**src/hw/rtl/pmdq_pkg.sv**
```systemverilog
// ----------------------------------------------------------------------------
// pmdq_pkg: shared types and helpers for the priority message dispatch queue
// Queue geometry, message layout, status and command codes, index helpers.
// ----------------------------------------------------------------------------
package pmdq_pkg;

  localparam int QUEUE_DEPTH = 16;
  localparam int TASK_SLOTS  = 8;
  localparam int IDX_W       = $clog2(QUEUE_DEPTH);
  localparam int CNT_W       = $clog2(QUEUE_DEPTH + 1);

  typedef logic [IDX_W-1:0] idx_t;
  typedef logic [CNT_W-1:0] cnt_t;

  typedef struct packed {
    logic [15:0] param;
    logic [7:0]  sig;
    logic [2:0]  dst;
    logic [3:0]  src;
  } msg_t;

  localparam int MSG_W = $bits(msg_t);

  localparam logic CMD_POST     = 1'b0;
  localparam logic CMD_DISPATCH = 1'b1;

  localparam logic [2:0] STAT_OK         = 3'd0;
  localparam logic [2:0] STAT_UNKNOWN    = 3'd1;
  localparam logic [2:0] STAT_FULL       = 3'd2;
  localparam logic [2:0] STAT_EMPTY      = 3'd3;
  localparam logic [2:0] STAT_NO_HANDLER = 3'd4;

  localparam logic [1:0] REG_PRESENT  = 2'd0;
  localparam logic [1:0] REG_HANDLER  = 2'd1;
  localparam logic [1:0] REG_PRIORITY = 2'd2;

  typedef enum logic [1:0] {
    S_IDLE,
    S_SCAN,
    S_SHIFT,
    S_FINISH
  } state_t;

  function automatic logic task_bit(input logic [7:0] mask, input logic [2:0] id);
    return (32'(id) < TASK_SLOTS) && mask[id];
  endfunction

  function automatic logic [7:0] task_prio(input logic [63:0] prios, input logic [2:0] id);
    logic [63:0] sh;
    sh = prios >> ({3'b000, id} << 3);
    return sh[7:0];
  endfunction

  function automatic idx_t next_idx(input idx_t i);
    return (32'(i) == QUEUE_DEPTH - 1) ? '0 : idx_t'(32'(i) + 1);
  endfunction

  function automatic idx_t prev_idx(input idx_t i);
    return (i == '0) ? idx_t'(QUEUE_DEPTH - 1) : idx_t'(32'(i) - 1);
  endfunction

endpackage

```
**src/hw/rtl/pmdq_ram.sv**
```systemverilog
// ----------------------------------------------------------------------------
// pmdq_ram: generic simple dual-port RAM
// One write port, one read port, read data registered.
// ----------------------------------------------------------------------------
module pmdq_ram #(
  parameter int WIDTH = 8,
  parameter int DEPTH = 16
) (
  input  logic                     clk,
  input  logic                     we,
  input  logic [$clog2(DEPTH)-1:0] waddr,
  input  logic [WIDTH-1:0]         wdata,
  input  logic [$clog2(DEPTH)-1:0] raddr,
  output logic [WIDTH-1:0]         rdata
);

  logic [WIDTH-1:0] mem [DEPTH];

  always_ff @(posedge clk) begin
    if (we) begin
      mem[waddr] <= wdata;
    end
    rdata <= mem[raddr];
  end

endmodule

```
**src/hw/rtl/priority_message_dispatch_queue.sv**
```systemverilog
// ----------------------------------------------------------------------------
// priority_message_dispatch_queue: circular message queue, priority dispatch
// A post goes from the input transfer through S_FINISH into the output register.
// A dispatch scans the N live entries, read one per cycle from the store's read
// port, then shifts D older entries one per cycle, then passes through S_FINISH.
// One item in flight; a waiting result does not block the next transfer.
// Reset clears head, tail, count and config registers; the store is not cleared.
// ----------------------------------------------------------------------------
module priority_message_dispatch_queue (
  input  logic        clk,
  input  logic        rst_n,
  input  logic        in_tvalid,
  output logic        in_tready,
  input  logic [31:0] in_tdata,   // source_task[3:0], dest_task[6:4], signal_code[14:7],
                                  // parameter_word[30:15], zero[31]
  input  logic        in_tuser,   // command[0]
  output logic        out_tvalid,
  input  logic        out_tready,
  output logic [31:0] out_tdata,  // out_source[3:0], out_dest[6:4], out_signal[14:7],
                                  // out_parameter[30:15], zero[31]
  output logic [2:0]  out_tuser,  // status[2:0]
  input  logic        cfg_psel,
  input  logic        cfg_penable,
  input  logic        cfg_pwrite,
  input  logic [4:0]  cfg_paddr,
  input  logic [63:0] cfg_pwdata,
  output logic [63:0] cfg_prdata,
  output logic        cfg_pready
);

  pmdq_pkg::state_t state_r, state_nxt;
  pmdq_pkg::idx_t   head_r, head_nxt, tail_r, tail_nxt;
  pmdq_pkg::cnt_t   count_r, count_nxt;
  logic [7:0]       present_r, handler_r;
  logic [63:0]      prio_r;

  logic             out_valid_r, out_valid_nxt;
  logic [2:0]       out_status_r, out_status_nxt;
  pmdq_pkg::msg_t   out_msg_r, out_msg_nxt;
  logic [2:0]       res_status_r, res_status_nxt;
  pmdq_pkg::msg_t   res_msg_r, res_msg_nxt;

  pmdq_pkg::idx_t   scan_pos_r, scan_pos_nxt;
  pmdq_pkg::cnt_t   scan_left_r, scan_left_nxt;
  logic             found_r, found_nxt;
  pmdq_pkg::idx_t   best_pos_r, best_pos_nxt;
  logic [7:0]       best_prio_r, best_prio_nxt;
  pmdq_pkg::msg_t   best_msg_r, best_msg_nxt;
  pmdq_pkg::idx_t   pos_r, pos_nxt;

  logic             ram_we;
  pmdq_pkg::idx_t   ram_waddr, ram_raddr;
  pmdq_pkg::msg_t   ram_wdata, ram_rdata;
  logic [pmdq_pkg::MSG_W-1:0] ram_rdata_raw;

  pmdq_pkg::msg_t   in_msg;
  logic             hit;
  logic             cfg_wr;

  pmdq_ram #(
    .WIDTH(pmdq_pkg::MSG_W),
    .DEPTH(pmdq_pkg::QUEUE_DEPTH)
  ) u_store (
    .clk  (clk),
    .we   (ram_we),
    .waddr(ram_waddr),
    .wdata(ram_wdata),
    .raddr(ram_raddr),
    .rdata(ram_rdata_raw)
  );

  assign ram_rdata = pmdq_pkg::msg_t'(ram_rdata_raw);

  assign in_msg.src   = in_tdata[3:0];
  assign in_msg.dst   = in_tdata[6:4];
  assign in_msg.sig   = in_tdata[14:7];
  assign in_msg.param = in_tdata[30:15];

  assign in_tready  = (state_r == pmdq_pkg::S_IDLE);
  assign out_tvalid = out_valid_r;
  assign out_tuser  = out_status_r;
  assign out_tdata  = {1'b0, out_msg_r.param, out_msg_r.sig, out_msg_r.dst, out_msg_r.src};

  // configuration port
  assign cfg_pready = 1'b1;
  assign cfg_wr     = cfg_psel && cfg_penable && cfg_pwrite && cfg_pready;

  always_comb begin
    unique case (cfg_paddr[4:3])
      pmdq_pkg::REG_PRESENT:  cfg_prdata = {56'd0, present_r};
      pmdq_pkg::REG_HANDLER:  cfg_prdata = {56'd0, handler_r};
      pmdq_pkg::REG_PRIORITY: cfg_prdata = prio_r;
      default: cfg_prdata = '0;
    endcase
  end

  always_ff @(posedge clk) begin
    if (!rst_n) begin
      present_r <= '0;
      handler_r <= '0;
      prio_r    <= '0;
    end else if (cfg_wr) begin
      unique case (cfg_paddr[4:3])
        pmdq_pkg::REG_PRESENT:  present_r <= cfg_pwdata[7:0];
        pmdq_pkg::REG_HANDLER:  handler_r <= cfg_pwdata[7:0];
        pmdq_pkg::REG_PRIORITY: prio_r    <= cfg_pwdata;
        default: ;
      endcase
    end
  end

  always_ff @(posedge clk) begin
    if (!rst_n) begin
      state_r     <= pmdq_pkg::S_IDLE;
      head_r      <= '0;
      tail_r      <= '0;
      count_r     <= '0;
      out_valid_r <= 1'b0;
    end else begin
      state_r     <= state_nxt;
      head_r      <= head_nxt;
      tail_r      <= tail_nxt;
      count_r     <= count_nxt;
      out_valid_r <= out_valid_nxt;
    end
  end

  always_ff @(posedge clk) begin
    out_status_r <= out_status_nxt;
    out_msg_r    <= out_msg_nxt;
    res_status_r <= res_status_nxt;
    res_msg_r    <= res_msg_nxt;
    scan_pos_r   <= scan_pos_nxt;
    scan_left_r  <= scan_left_nxt;
    found_r      <= found_nxt;
    best_pos_r   <= best_pos_nxt;
    best_prio_r  <= best_prio_nxt;
    best_msg_r   <= best_msg_nxt;
    pos_r        <= pos_nxt;
  end

  always_comb begin
    state_nxt      = state_r;
    head_nxt       = head_r;
    tail_nxt       = tail_r;
    count_nxt      = count_r;
    out_valid_nxt  = out_valid_r && !out_tready;
    out_status_nxt = out_status_r;
    out_msg_nxt    = out_msg_r;
    res_status_nxt = res_status_r;
    res_msg_nxt    = res_msg_r;
    scan_pos_nxt   = scan_pos_r;
    scan_left_nxt  = scan_left_r;
    found_nxt      = found_r;
    best_pos_nxt   = best_pos_r;
    best_prio_nxt  = best_prio_r;
    best_msg_nxt   = best_msg_r;
    pos_nxt        = pos_r;
    ram_we         = 1'b0;
    ram_waddr      = tail_r;
    ram_wdata      = in_msg;
    ram_raddr      = head_r;
    hit            = 1'b0;

    unique case (state_r)
      pmdq_pkg::S_IDLE: begin
        if (in_tvalid) begin
          res_msg_nxt = '0;
          if (in_tuser == pmdq_pkg::CMD_POST) begin
            state_nxt = pmdq_pkg::S_FINISH;
            if (!pmdq_pkg::task_bit(present_r, in_msg.dst)) begin
              res_status_nxt = pmdq_pkg::STAT_UNKNOWN;
            end else if (count_r == pmdq_pkg::cnt_t'(pmdq_pkg::QUEUE_DEPTH)) begin
              res_status_nxt = pmdq_pkg::STAT_FULL;
            end else begin
              ram_we         = 1'b1;
              tail_nxt       = pmdq_pkg::next_idx(tail_r);
              count_nxt      = count_r + 1'b1;
              res_status_nxt = pmdq_pkg::STAT_OK;
            end
          end else if (count_r == '0) begin
            res_status_nxt = pmdq_pkg::STAT_EMPTY;
            state_nxt      = pmdq_pkg::S_FINISH;
          end else begin
            ram_raddr     = head_r;
            scan_pos_nxt  = head_r;
            scan_left_nxt = count_r - 1'b1;
            found_nxt     = 1'b0;
            state_nxt     = pmdq_pkg::S_SCAN;
          end
        end
      end

      pmdq_pkg::S_SCAN: begin
        hit = pmdq_pkg::task_bit(present_r, ram_rdata.dst) &&
              (!found_r || (pmdq_pkg::task_prio(prio_r, ram_rdata.dst) > best_prio_r));
        if (hit) begin
          found_nxt     = 1'b1;
          best_pos_nxt  = scan_pos_r;
          best_prio_nxt = pmdq_pkg::task_prio(prio_r, ram_rdata.dst);
          best_msg_nxt  = ram_rdata;
        end
        if (scan_left_r == '0) begin
          if (!found_nxt) begin
            res_status_nxt = pmdq_pkg::STAT_UNKNOWN;
            res_msg_nxt    = '0;
            state_nxt      = pmdq_pkg::S_FINISH;
          end else if (best_pos_nxt == head_r) begin
            head_nxt       = pmdq_pkg::next_idx(head_r);
            count_nxt      = count_r - 1'b1;
            res_status_nxt = pmdq_pkg::task_bit(handler_r, best_msg_nxt.dst) ?
                             pmdq_pkg::STAT_OK : pmdq_pkg::STAT_NO_HANDLER;
            res_msg_nxt    = best_msg_nxt;
            state_nxt      = pmdq_pkg::S_FINISH;
          end else begin
            ram_raddr = pmdq_pkg::prev_idx(best_pos_nxt);
            pos_nxt   = best_pos_nxt;
            state_nxt = pmdq_pkg::S_SHIFT;
          end
        end else begin
          ram_raddr     = pmdq_pkg::next_idx(scan_pos_r);
          scan_pos_nxt  = pmdq_pkg::next_idx(scan_pos_r);
          scan_left_nxt = scan_left_r - 1'b1;
        end
      end

      pmdq_pkg::S_SHIFT: begin
        // move the older neighbor one place toward the tail
        ram_we    = 1'b1;
        ram_waddr = pos_r;
        ram_wdata = ram_rdata;
        pos_nxt   = pmdq_pkg::prev_idx(pos_r);
        if (pmdq_pkg::prev_idx(pos_r) == head_r) begin
          head_nxt       = pmdq_pkg::next_idx(head_r);
          count_nxt      = count_r - 1'b1;
          res_status_nxt = pmdq_pkg::task_bit(handler_r, best_msg_r.dst) ?
                           pmdq_pkg::STAT_OK : pmdq_pkg::STAT_NO_HANDLER;
          res_msg_nxt    = best_msg_r;
          state_nxt      = pmdq_pkg::S_FINISH;
        end else begin
          ram_raddr = pmdq_pkg::prev_idx(pmdq_pkg::prev_idx(pos_r));
        end
      end

      pmdq_pkg::S_FINISH: begin
        if (!out_valid_r || out_tready) begin
          out_valid_nxt  = 1'b1;
          out_status_nxt = res_status_r;
          out_msg_nxt    = res_msg_r;
          state_nxt      = pmdq_pkg::S_IDLE;
        end
      end

      default: state_nxt = pmdq_pkg::S_IDLE;
    endcase
  end

endmodule

```
**config.mk**
```make
export PLATFORM = sky130hd
export DESIGN_NAME = priority_message_dispatch_queue
export DESIGN_NICKNAME = d
export VERILOG_FILES = /design/src/hw/rtl/pmdq_pkg.sv /design/src/hw/rtl/pmdq_ram.sv /design/src/hw/rtl/priority_message_dispatch_queue.sv
export SDC_FILE = /design/constraint.sdc
export NUM_CORES = 1
export LEC_CHECK = 0
export BUFFER_PORTS_ARGS = -buffer_cell sky130_fd_sc_hd__buf_2
export CORE_MARGIN = 5
export CORE_UTILIZATION = 35
export CTS_BUF_LIST = sky130_fd_sc_hd__clkbuf_16
export DETAILED_ROUTE_END_ITERATION = 12
export PLACE_DENSITY = 0.59
export SYNTH_ARGS = -nofsm -noshare
export SYNTH_HDL_FRONTEND = slang
export SYNTH_HIERARCHICAL = 1
export SYNTH_SLANG_ARGS = --single-unit
```
**constraint.sdc**
```tcl
create_clock -name clk -period 5.7 [get_ports clk]
set_input_delay 0.285 -clock clk [delete_from_list [all_inputs] [get_ports clk]]
set_output_delay 0.285 -clock clk [all_outputs]
set_load 0.005 [all_outputs]
```
Yosys cells after proc, flatten, opt, wreduce, memory -nomap -nowiden

Memory sizes are Yosys's and may differ from the RTL's. A register that Yosys moved wholly into a read port is not among the register bits.
Index checks and enable logic that the tools add are counted.

Input port bits: 109
Bits in registers: 221
Memories: 1
Word-level logic and storage cells: 201
Bits in writable memories: 496

Muxes and demuxes: 96
Bitwise gates (word level): 2
Order comparisons: 5
Eq/ne operators: 26
Shifts and indexed selects: 1
Reduce and logical (&&, ||, !) cells: 33
Add/sub/neg operators: 9

Memory list:

| memory      | depth | width | read ports | clocked after memory_dff | write ports | RTL line       | RTL |
|---|---|---|---|---|---|---|---|
| u_store.mem | 16    | 31    | 1          | 1                        | 1           | pmdq_ram.sv:17 | `logic [WIDTH-1:0] mem [DEPTH];` |

Operator list:

| cell                  | number |
|---|---|
| $mux W31              | 8 |
| $pmux W64 S3          | 1 |
| $mux W4               | 24 |
| $pmux W31 S3          | 1 |
| $shr A64 B6 Y8        | 1 |
| $mux W5               | 12 |
| $pmux W4 S2           | 4 |
| $mux W3               | 9 |
| $ne A2 B2 Y1 const B  | 11 |
| $reduce_and A5 Y1     | 4 |
| $mux W1               | 19 |
| $lt A3 B4 Y1 const B  | 4 |
| $mux W2               | 8 |
| $pmux W5 S3           | 1 |
| $add A4 B1 Y4 const B | 3 |
| $bmux W1 S3           | 4 |
| $eq A4 B4 Y1 const B  | 3 |
| $logic_not A4 Y1      | 3 |
| $reduce_and A4 Y1     | 3 |
| $sub A4 B1 Y4 const B | 3 |
| $logic_not A5 Y1      | 2 |
| $pmux W5 S2           | 1 |
| $reduce_and A2 Y1     | 5 |
| $sub A5 B1 Y5 const B | 2 |
| other kinds (21)      | 36 |

Depth between registers and ports, before layout

Depth after elaboration: 13
Depth in mapped cells: 22
Depth with buffers taken out: 16

Cells and area by module

The synthesis kept the hierarchy.

By module, submodules not included:

| module                          | area an instance (µm²) | seq. area each (µm²) | times used | cells each |
|---|---|---|---|---|
| pmdq_ram                        | 19248.5                | 15514.9              | 1          | 812 |
| priority_message_dispatch_queue | 11232.0                | 5675.4               | 1          | 1053 |

Worst setup path after synthesis

Ideal clock, no wire load.

Path type: register to register
Start: register u_store.rdata[4] (read register of u_store.mem)
End: register res_msg_r[0] in the netlist's numbering (enable)
Library setup time: 0.458 ns
Arrival time: 5.266 ns
Stages on the path, launching flop included: 13
Required time: 5.242 ns
Path slack: -0.024 ns
Cell sequence: dfxtp_1 -> buf_6 -> buf_1 -> mux4_2 -> mux2_2 -> ha_1 -> nor2b_1 -> o211ai_1 -> a211oi_1 -> o21ai_2 -> mux2i_2 -> and2_1 -> nor3_1

Longest elaborated chain between the ends: 9

RTL lines:

| element                                | RTL line                               | RTL |
|---|---|---|
| start: declaration                     | pmdq_ram.sv:14                         | `output logic [WIDTH-1:0] rdata` |
| $shr A64 B6 Y8                         | pmdq_pkg.sv:50                         | `sh = prios >> ({3'b000, id} << 3);` |
| $gt A8 B8 Y1                           | priority_message_dispatch_queue.sv:196 | `(!found_r \|\| (pmdq_pkg::task_prio(prio_r, ram_rdata.dst) > best_prio_r));` |
| $logic_or A1 B1 Y1                     | priority_message_dispatch_queue.sv:196 |  |
| $logic_and A1 B1 Y1 (*)                | priority_message_dispatch_queue.sv:195 | `hit = pmdq_pkg::task_bit(present_r, ram_rdata.dst) &&` |
| $mux W4                                | priority_message_dispatch_queue.sv:197 | `if (hit) begin` |
| $mux W4                                | priority_message_dispatch_queue.sv:165 | `unique case (state_r)` |
| $eq A4 B4 Y1                           | priority_message_dispatch_queue.sv:208 | `end else if (best_pos_nxt == head_r) begin` |
| $ne A3 B3 Y1 (no source line) (*)      | -                                      |  |
| $reduce_and A5 Y1 (no source line) (*) | -                                      |  |
| end signal: assignment                 | priority_message_dispatch_queue.sv:132 | `res_msg_r <= res_msg_nxt;` |
| end: declaration                       | priority_message_dispatch_queue.sv:41  | `pmdq_pkg::msg_t res_msg_r, res_msg_nxt;` |

Mark *: on every way between the ends. The rest lies on a longest branch, timed or not. The select of a mux whose other input is x is not followed.
A chain may end at the register's enable or synchronous reset.

Worst setup path after layout

Start: register u_store.rdata[4] (read register of u_store.mem)
End: register u_store.rdata[2] (read register of u_store.mem)

Longest elaborated chain between the ends: 12

RTL lines:

| element                                           | RTL line                               | RTL |
|---|---|---|
| $shr A64 B6 Y8                                    | pmdq_pkg.sv:50                         |  |
| $gt A8 B8 Y1                                      | priority_message_dispatch_queue.sv:196 |  |
| $logic_or A1 B1 Y1                                | priority_message_dispatch_queue.sv:196 |  |
| $logic_and A1 B1 Y1 (*)                           | priority_message_dispatch_queue.sv:195 |  |
| $mux W4                                           | priority_message_dispatch_queue.sv:197 |  |
| $mux W4                                           | priority_message_dispatch_queue.sv:165 |  |
| $sub A4 B1 Y4 or $logic_not A4 Y1 (tied branches) | pmdq_pkg.sv:59                         | `return (i == '0) ? idx_t'(QUEUE_DEPTH - 1) : idx_t'(32'(i) - 1);` |
| $mux W4                                           | pmdq_pkg.sv:59                         |  |
| $mux W4                                           | priority_message_dispatch_queue.sv:208 |  |
| $mux W4 (*)                                       | priority_message_dispatch_queue.sv:204 | `if (!found_nxt) begin` |
| $mux W4 (*)                                       | priority_message_dispatch_queue.sv:203 | `if (scan_left_r == '0) begin` |
| $pmux W4 S2 (*)                                   | priority_message_dispatch_queue.sv:165 |  |
| named net ram_raddr[0]                            | priority_message_dispatch_queue.sv:52  | `pmdq_pkg::idx_t ram_waddr, ram_raddr;` |

Mark *: on every way through the listed nets, which the timed path passes. The rest lies on a longest branch. The select of a mux whose other input is x is not followed.

==> impl_metrics.ini <==
[power]
ir_drop_uv = 259
pwr-share-comb_pct = 24.6
p_per_area_nw_per_um2 = 453
seqPwrFrac_pct = 44.1
p_leak_nw = 12.4
p_int_mw = 11.7
p_clk_share_pct = 31.2
p_sw_mw = 4.86
switching_share_pct = 29.3

[logic_synthesis]
yosys_warnings = 6
syn_nets = 1997
synth_enable_flop_cells = 621
synthesis.area_um2 = 30500
synthCells = 1865
syn_area_per_cell_um2 = 16.3
async_reset_ff_share_pct = 0
ys_types = 60
synth_top_area_share_pct = 61.2
seq_area_frac_synth_pct = 69.5
synth-seq-cells = 748
synthTopCellsByArea = edfxtp_1 61%, mux4_2 11%, dfxtp_1 8.3%
synth_top_flop_cell = edfxtp_1
yosysTopAreaCell = edfxtp_1

[sta]
period_share_pct = 94.3
holdWs_ps = 89.8
min_period_ps = 5380
relSlewSlack_pct = 18.4
setup_viol = 0
rsz0062_at_grt = false
setup_tns_ps = 0
max_freq_mhz = 186
final_hold_viol_count = 0
fin_worst_skew_ps = 49.0
worst_slew_pin_slew_ps = 1220
slew_viol_final = 0

[setup_path]
crit_path_end_kind = flip-flop
crit_required_ps = 6230
cp.arrival_ps = 5910
worstSetupPathType = flip-flop to flip-flop
crit_path_max_fanout = 28
cp.buffers_inverters = 3
cp_top_family = multiplexers
critical_path.cell_chain = buf_12 > mux4_2 > mux2_2 > ha_1 > a211oi_1 > a211oi_1 > o21ai_4 > mux2i_1 > ha_1 > o21ai_0 > and3_1 > o31ai_4 > buf_12 > buf_4 > mux4_2 > a22oi_1 > nand2_1
slowest_delay_ps = 580
reg2reg_depth = 17
worst-path-stages = 17
cp_slowest_cell = mux4_2
start_kind = flip-flop

[global_route]
grt_pass1_wl_um = 115000
grt_max_degree = 82
grt_overflow = 0
grt_pass1_vias = 18200
grt_use_total_pct = 16.1
antenna_found_initial = 7

[die]
coreArea_um2 = 86600
dieHeight_um = 305
row_count = 108
chipWidth_um = 305
die_area_um2 = 93100
io-pin-count = 211
start_util_pct = 35.2

[clock_network]
postCtsSetupBuffers = 0
numCtsBuffers = 80
cts-root-buf = clkbuf_16
tritoncts = built
h-tree-depth = 3
clkLatencyLatePin_ps = 650
clockBufferDepth = 3
clk_pin_slew_ps = 60
cts.sinks = 748

[hold_path]
hold_path_depth = 3
hp-class = input pin to flip-flop

[route]
via_per_inst = 5.24
first_iter_violations = 1716
drtPass1Iterations = 7
vias = 17800
wire_per_inst_um = 22.7
ant_nets = 0
post-route-drc-count = 0
wirelength_um = 76900

[place]
place_congestion = 0.849
place_hpwl_um = 47200
portBuffers = 204

[layout]
n_fill_cell = 7668
register_area_um2 = 21200
final_common_cell = edfxtp_1
drive_above_1_share_pct = 28.4
multi_input_area_um2 = 8860
syn2layout_area_growth_pct = 19.9
fin_nets = 2298
layout_common_cells = 621 x edfxtp_1, 204 x buf_2, 192 x nand2_1, 146 x mux4_2, 127 x dfxtp_1

[run]
drv_cap = 0

[run_status]
outcome = complete, no violations
[worst register-to-register path, stage by stage (launching register included)]
cell      delay, ps
dfxtp_1         350
buf_12          200
mux4_2          600
mux2_2          310
ha_1            320
a211oi_1        260
a211oi_1        150
o21ai_4         350
mux2i_1         390
ha_1            250
o21ai_0         100
and3_1          220
o31ai_4         280
buf_12          290
buf_4           370
mux4_2          550
a22oi_1         230
nand2_1          70
[worst paths after layout]
check,from,endpoint,slack (ps)
worst min register to register,res_msg_r[26],out_tdata[26],400
worst min-delay path,in_tvalid,found_r,90
worst max register to register,u_store/rdata[4],u_store/rdata[2],320
worst max-delay path,u_store/rdata[4],u_store/rdata[2],320
[final cells by class]
class | count | share of cell area (%)
diodes | 4 | 0.0274
clock buffers | 80 | 5.48
clock inverters | 69 | 1.86
inverters | 31 | 0.319
multi-input cells | 979 | 24.3
flip-flops and latches | 748 | 58.0
well taps | 1155 | 3.96
repair buffers | 326 | 6.10
[timing repair]
item | 4_1_cts | 5_1_grt
hold buffers | 66 | 0
resized for setup | 0 | 0
endpoints found under the setup margin | 0 | 0
endpoints found under the hold margin | 82 | 0
[power groups by stage]
| stage | registers, mW | logic [mW] | clock network, mW |
|---|---|---|---|
| floorplan | 7.22 | 2.94 | 0 |
| global placement | 7.40 | 4.02 | 0 |
| detailed placement | 7.43 | 4.09 | 0 |
| CTS | 7.31 | 4.15 | 5.30 |
| global route | 7.37 | 4.47 | 5.51 |
| finish | 7.31 | 4.08 | 5.17 |
[state kept, by name, summed over array words and instances, names as in the netlist, 5 cells and up]
signal / count
u_store/mem: 496
prio_r: 64
best_msg_r: 31
out_tdata: 31
res_msg_r: 31
u_store/rdata: 31
best_prio_r: 8
handler_r: 8
present_r: 8
count_r: 5
scan_left_r: 5
[cells in the mapped netlist, drive strengths merged, types with 2 or more instances]
library cell    n
clkbuf         72
nand3          14
nor3           11
o31ai           5
and3            2
a21o            2
xor2           17
mux2           79
nor2b          43
nand2b          5
o211ai          3
a21oi          68
edfxtp        621
a211oi          6
nor4            3
o21ai          30
o21bai          2
inv            31
mux4          146
a22o            2
nor3b           5
a22oi          94
or3b            2
nand3b          3
ha             23
nand4           6
buf            35
a31oi           9
or3             3
conb            2
nor2           67
xnor2           8
and2           61
o22ai           3
mux2i          38
nand2         193
dfxtp         127
a21boi         10
[per-stage QoR]
stage | worst slack, ps | cells | cell area, um^2 | util (%) | total power [mW]
after detailed placement | 293 | 3173 | 33200 | 38.3 | 11.5
after global placement | 327 | 3173 | 33200 | 38.3 | 11.4
final | 322 | 3392 | 36500 | 42.2 | 16.6
after CTS | 292 | 3388 | 36500 | 42.2 | 16.8
after global routing | 61.9 | 3391 | 36500 | 42.2 | 17.4
after floorplan | 273 | 1865 | 30500 | - | 10.2
[layer usage]
metal | up-vias | GRT usage, % | part of all wire, %
met5 | - | 0 | 0.014
met4 | 2 | 4.94 | 2.7
met1 | 9208 | 22.6 | 43
li1 | 7836 | - | -
met2 | 593 | 25.9 | 48
met3 | 127 | 2.86 | 6.3
[cell families after synthesis]
family | synth area share [%]
AO/OA/AOI/OAI | 5.36
buffers and inverters | 2.02
flip-flops | 69.5
AND/OR/NAND/NOR | 6.44
adder cells (fa/ha/maj) | 0.944
other | 0.0246
multiplexers | 15.0
XOR/XNOR | 0.718
(Power assumes the default switching activity.)
